==> src/rtl/stg_pkg.sv <==
`timescale 1ns / 1ps
// ---------------------------------------------------------------------------
// stg_pkg
// shared types, opcodes and constants of the stepper step generator
// ---------------------------------------------------------------------------
package stg_pkg;

    localparam int DELAY_BITS     = 20;
    localparam int POS_BITS       = 32;
    localparam int STEP_BITS      = 31;
    localparam int CNT_BITS       = 32;
    localparam int MIN_RAMP_STEPS = 10;
    localparam int HOME_TARGET    = 999999;

    // x / 5 == (x * DIV5_RECIP) >> DIV5_SHIFT for any 32-bit x
    localparam logic [31:0] DIV5_RECIP = 32'hCCCC_CCCD;
    localparam int          DIV5_SHIFT = 34;

    localparam logic [DELAY_BITS-1:0] DELAY_MAX = {DELAY_BITS{1'b1}};

    typedef enum logic [1:0] {
        OP_TICK = 2'd0,
        OP_MOVE = 2'd1,
        OP_HOME = 2'd2,
        OP_ZERO = 2'd3
    } opcode_t;

    typedef enum logic [1:0] {
        EV_NONE  = 2'd0,
        EV_DONE  = 2'd1,
        EV_LIM_A = 2'd2,
        EV_LIM_B = 2'd3
    } event_t;

    typedef enum logic [1:0] {
        PH_ACCEL  = 2'd0,
        PH_CRUISE = 2'd1,
        PH_DECEL  = 2'd2,
        PH_HOLD   = 2'd3
    } phase_t;

    typedef enum logic [1:0] {
        REG_ACCEL  = 2'd0,
        REG_DECEL  = 2'd1,
        REG_START  = 2'd2,
        REG_ENABLE = 2'd3
    } reg_idx_t;

    typedef enum logic [2:0] {
        S_IDLE,
        S_EXEC,
        S_PLAN,
        S_DIV,
        S_FIN,
        S_OUT
    } ctrl_state_t;

    // controller to datapath
    typedef struct packed {
        logic capture;   // latch input request
        logic exec;      // run command or tick
        logic plan;      // clamp ramps against the 2/5 limit
        logic div_start; // start serial divider
        logic finish;    // apply divider result
        logic out_load;  // load result register
    } dp_cmd_t;

    // datapath to controller
    typedef struct packed {
        logic need_plan;
        logic need_div;
        logic div_done;
    } dp_stat_t;

endpackage

==> src/rtl/stg_ctrl.sv <==
`timescale 1ns / 1ps
// ---------------------------------------------------------------------------
// stg_ctrl
// sequencer: accept, execute, plan or divide, finish, present result
// ---------------------------------------------------------------------------
module stg_ctrl
    import stg_pkg::*;
(
    input  logic     clk,
    input  logic     rst_n,
    input  logic     in_valid,
    output logic     in_stall,
    output logic     out_valid,
    input  logic     out_stall,
    output dp_cmd_t  cmd,
    input  dp_stat_t stat
);

    ctrl_state_t state_reg, state_next;

    always_ff @(posedge clk or negedge rst_n)
    begin
        if (!rst_n)
            state_reg <= S_IDLE;
        else
            state_reg <= state_next;
    end

    always_comb
    begin
        state_next = state_reg;
        cmd        = '0;
        in_stall   = 1'b1;
        out_valid  = 1'b0;
        case (state_reg)
            S_IDLE:
            begin
                in_stall = 1'b0;
                if (in_valid)
                begin
                    cmd.capture = 1'b1;
                    state_next  = S_EXEC;
                end
            end
            S_EXEC:
            begin
                cmd.exec   = 1'b1;
                state_next = S_PLAN;
            end
            S_PLAN:
            begin
                // ramp planning stays in this state, then the result is loaded
                if (stat.need_plan)
                    cmd.plan = 1'b1;
                else if (stat.need_div)
                begin
                    cmd.div_start = 1'b1;
                    state_next    = S_DIV;
                end
                else
                begin
                    cmd.out_load = 1'b1;
                    state_next   = S_OUT;
                end
            end
            S_DIV:
            begin
                if (stat.div_done)
                    state_next = S_FIN;
            end
            S_FIN:
            begin
                cmd.finish = stat.need_div;
                state_next = S_PLAN;
            end
            S_OUT:
            begin
                out_valid = 1'b1;
                if (!out_stall)
                    state_next = S_IDLE;
            end
            default:
                state_next = S_IDLE;
        endcase
    end

    a_no_accept_busy: assert property (@(posedge clk) disable iff (!rst_n)
        (state_reg != S_IDLE) |-> in_stall)
        else $error("request taken while busy");
    a_exec_follows: assert property (@(posedge clk) disable iff (!rst_n)
        cmd.capture |=> cmd.exec)
        else $error("capture not followed by execute");
    a_out_hold: assert property (@(posedge clk) disable iff (!rst_n)
        (out_valid && out_stall) |=> out_valid)
        else $error("result dropped under stall");

endmodule

==> config.mk <==
export PLATFORM = sky130hd
export DESIGN_NAME = stg_ctrl
export DESIGN_NICKNAME = d
export VERILOG_FILES = /design/src/rtl/stg_pkg.sv /design/src/rtl/stg_ctrl.sv
export SDC_FILE = /design/constraint.sdc
export NUM_CORES = 1
export LEC_CHECK = 0
export BUFFER_PORTS_ARGS = -buffer_cell sky130_fd_sc_hd__buf_2
export CORE_AREA = 5 5 42 44
export DETAILED_ROUTE_END_ITERATION = 6
export DIE_AREA = 0 0 47 49
export SKIP_LAST_GASP = 1
export SYNTH_ARGS = -nofsm -noshare
export SYNTH_HDL_FRONTEND = slang
export SYNTH_SLANG_ARGS = --single-unit
==> constraint.sdc <==
create_clock -name clk -period 1.4 [get_ports clk]
set_input_delay 0.21 -clock clk [delete_from_list [all_inputs] [get_ports clk]]
set_output_delay 0.21 -clock clk [all_outputs]
set_load 0.005 [all_outputs]
Word-level counts from Yosys, hierarchy flattened
Index checks and enable logic that the tools add are counted.

word-level totals
  bits in registers = 3
  latch bits = 0
  bits in writable memories = 0
  bits in read-only memories = 0
  bits of input ports = 7
  word-level logic and storage cells = 32
  memories = 0

cells by class
  add/subtract/negate cells = 0
  multipliers = 0
  divide/modulo/power cells = 0
  magnitude comparators = 0
  equality and inequality tests = 9
  shifts and indexed selects = 0
  multiplexer cells = 19
  bitwise gates (word level) = 0
  reductions and logical operators = 3

operators by type and width
  operator              number
  $mux W3               5
  $pmux W3 S5           1
  $mux W1               12
  $ne A2 B2 Y1 const B  4
  $eq A3 B2 Y1 const B  2
  $eq A3 B3 Y1 const B  2
  $reduce_and A4 Y1     1
  $eq A3 B1 Y1 const B  1
  $logic_not A3 Y1      1
  $mux W2               1
  $reduce_or A2 Y1      1

Depth between registers and ports, before layout
  depth after elaboration = 3
  mapped depth = 4
  depth with buffers taken out = 3

Worst setup path before layout
No wires, ideal clock.

  path kind = reg-to-output
  start = register state_reg[1]
  end = output cmd[5] in the netlist's numbering
  arrival = 0.967 ns
  required time = 1.190 ns
  setup slack = 0.223 ns
  cell stages (with the launch flop) = 4
  cells stage by stage = dfrtp_1 -> buf_6 -> or3_4 -> nor2_2

RTL lines
  item                      RTL line        RTL
  start: declaration        stg_ctrl.sv:19  ctrl_state_t state_reg, state_next;
  start signal: assignment  stg_ctrl.sv:26  state_reg <= state_next;
  end: declaration          stg_ctrl.sv:15  output dp_cmd_t cmd,

==> results.py <==
metrics = {
    "place": {
        "io_buffers": 14,
        "place_congestion": 0.748,
        "pre_cts_ws_ns": 0.146,
        "dp_cells": 61,
        "placed_cell_area_um2": 375,
    },
    "power": {
        "p_total_mw": 0.854,
        "vdd_ir_drop_max_mv": 0.456,
        "p_leak_nw": 0.232,
        "powerDensity_mw_per_mm2": 1940,
    },
    "floorplanning": {
        "die_area_mm2": 0.00230,
        "rows": 14,
        "die-height_um": 49,
        "initial_core_util_pct": 21.2,
        "die_w_um": 47,
        "io_pins": 15,
        "placeableCoreArea_mm2": 0.00140,
    },
    "global_route": {
        "antenna_found_initial": 0,
        "grt_max_degree": 8,
        "grt_pass1_wl_um": 1170,
        "grt_pass1_vias": 299,
        "grtUsageTotal_pct": 7.05,
        "gr-total-overflow": 0,
    },
    "cts": {
        "cts_root_buf": "clkbuf_4",
        "cts_buffer_depth": 2,
        "cts_tree": "done",
        "cts_buffers": 3,
        "clk_pin_slew_ns": 0.04,
        "clock_sinks": 3,
        "h-tree-depth": 1,
        "clk_latency_ns": 0.23,
    },
    "timing": {
        "timing.final.crit_share_pct": 101,
        "worst_pin_slew_ns": 0.240,
        "clock.fmax_mhz": 710,
        "drv_slew": 0,
        "period_minus_slack_ns": 1.41,
        "hold_viol": 0,
        "maxSlewHeadroom_pct": 83.8,
        "setup_viol": 1,
        "finalSetupTns_ns": -0.00942,
        "setup_slack_ns": -0.00942,
        "clock_skew_ns": 0.000314,
        "rsz0062_at_grt": "true",
    },
    "cells_and_area": {
        "stdcell_count": 69,
        "final_common_cell": "buf_2",
        "largest_reg_flops": 3,
        "area_growth_syn_to_layout_pct": 48.5,
        "finish.instance_area_um2": 440,
        "drive_gt1_share_pct": 58.5,
        "finalNetCount": 61,
        "antenna_cells": 0,
        "final_cell_mix": "14 x buf_2, 6 x buf_4, 3 x inv_1, 3 x clkbuf_4",
    },
    "drt": {
        "drc": 0,
        "dr.pass1.iters": 4,
        "wl_um": 719,
        "drtIter0Drc": 5,
        "ant_nets": 0,
        "wl_per_cell_um": 10.4,
        "avgViaCountPerCell": 4.33,
        "vias": 299,
    },
    "min_path": {
        "hold_path_class": "in -> async",
    },
    "critical_path": {
        "crit_type": "reg -> out",
        "crit_required_ns": 1.19,
        "reg2reg_from": "state_reg[2]",
        "r2r_slack_ns": 0.30,
        "crit_family": "simple AND/OR/NAND/NOR gates",
        "worstPathCellList": "or3_4 -> nor2_2 -> buf_2",
        "start_kind": "flip-flop",
        "cp_max_fo": 5,
        "crit_arrival_ns": 1.20,
        "setup.worst_path.start": "state_reg[0]",
        "crit_path_max_incr_delay_ns": 0.41,
        "crit_path_end_kind": "primary output",
        "crit_slowest_cell": "dfrtp_1",
        "worst-path-buf-inv": 1,
    },
    "logic_synthesis": {
        "synth_area_per_cell_um2": 9.57,
        "seq_area_frac_synth_pct": 25.3,
        "ys_types": 21,
        "postSynthNetCount": 38,
        "synth_area_leaders": "dfrtp_1 25%, buf_6 11%, and3b_1 5.9%",
        "syn-cell-area_um2": 297,
        "synth_cells": 31,
        "yosysWarnings": 0,
        "yosys.area.top_type_share_pct": 25.3,
        "yosysTopAreaCell": "dfrtp_1",
        "ys_seq_elements": 3,
    },
    "flow_run": {
        "drv_cap": 0,
    },
    "outcome": {
        "outcome": "finished with violations",
        "violations": "negative setup slack",
    },
}
-- final cells by class --
class,instances,area [um^2]
Fill cell,164,961
Multi-Input combinational cell,22,181
Timing Repair Buffer,21,125
Sequential cell,3,76.3
Clock buffer,4,26.3
Tap cell,16,20.0
Inverter,3,11.3
-- per-stage QoR --
stage	utilization (%)	hold WS (ns)
2_1_floorplan	-	-0.0856
3_3_place_gp	26.8	0.00874
3_5_place_dp	26.8	0.00954
4_1_cts	31.1	0.306
5_1_grt	31.4	0.313
6_report	31.4	0.307
-- metal layers --
metal / GRT usage, % / vias up / part of all wire [%]
li1: - / 152 / -
met1: 8.17 / 136 / 42
met2: 10.2 / 9 / 51
met3: 1.11 / 2 / 5.1
met4: 6.91 / 0 / 1.7
met5: 0 / - / 0
-- kinds of logic after synthesis --
kind of cell	Yosys count	synth area share, %
AO/OA/AOI/OAI	5	11.0
XOR/XNOR	1	2.95
buffers and inverters	6	15.2
flip-flops	3	25.3
multiplexers	1	3.38
AND/OR/NAND/NOR	15	42.2
-- synthesized netlist by cell type, drive strengths merged --
master	instances
dfrtp	3
nand2	1
nor4b	1
nor2	2
xnor2	1
buf	3
nor4	1
o31ai	1
mux2i	1
o22ai	1
nor3	2
inv	3
nor3b	2
a2bb2oi	1
or3	1
nand2b	2
o21ai	2
and3b	3
-- worst paths after layout --
| path | endpoint | cells past startpoint |
|---|---|---|
| max | cmd[5] | 3 |
| min | state_reg[1] | 2 |
| max reg2reg | state_reg[0] | 4 |
| min reg2reg | state_reg[1] | 2 |
| max in group asynchronous | state_reg[2] | 2 |
| min in group clk | state_reg[2] | 3 |
-- timing repair --
action / in CTS / in global routing
hold endpoints to repair: 3 / 0
endpoints found under the setup margin: 3 / 6
hold buffers: 1 / 0
resized for setup: 1 / 1
buffers inserted: 3 / 0
-- power breakdown --
group	total (mW)	switching, mW	leakage, nW	internal (mW)
sequential	0.178	0.0479	0.0363	0.130
clock	0.151	0.0438	0.0150	0.107
combinational	0.525	0.219	0.181	0.306
(Power assumes the default switching activity.)
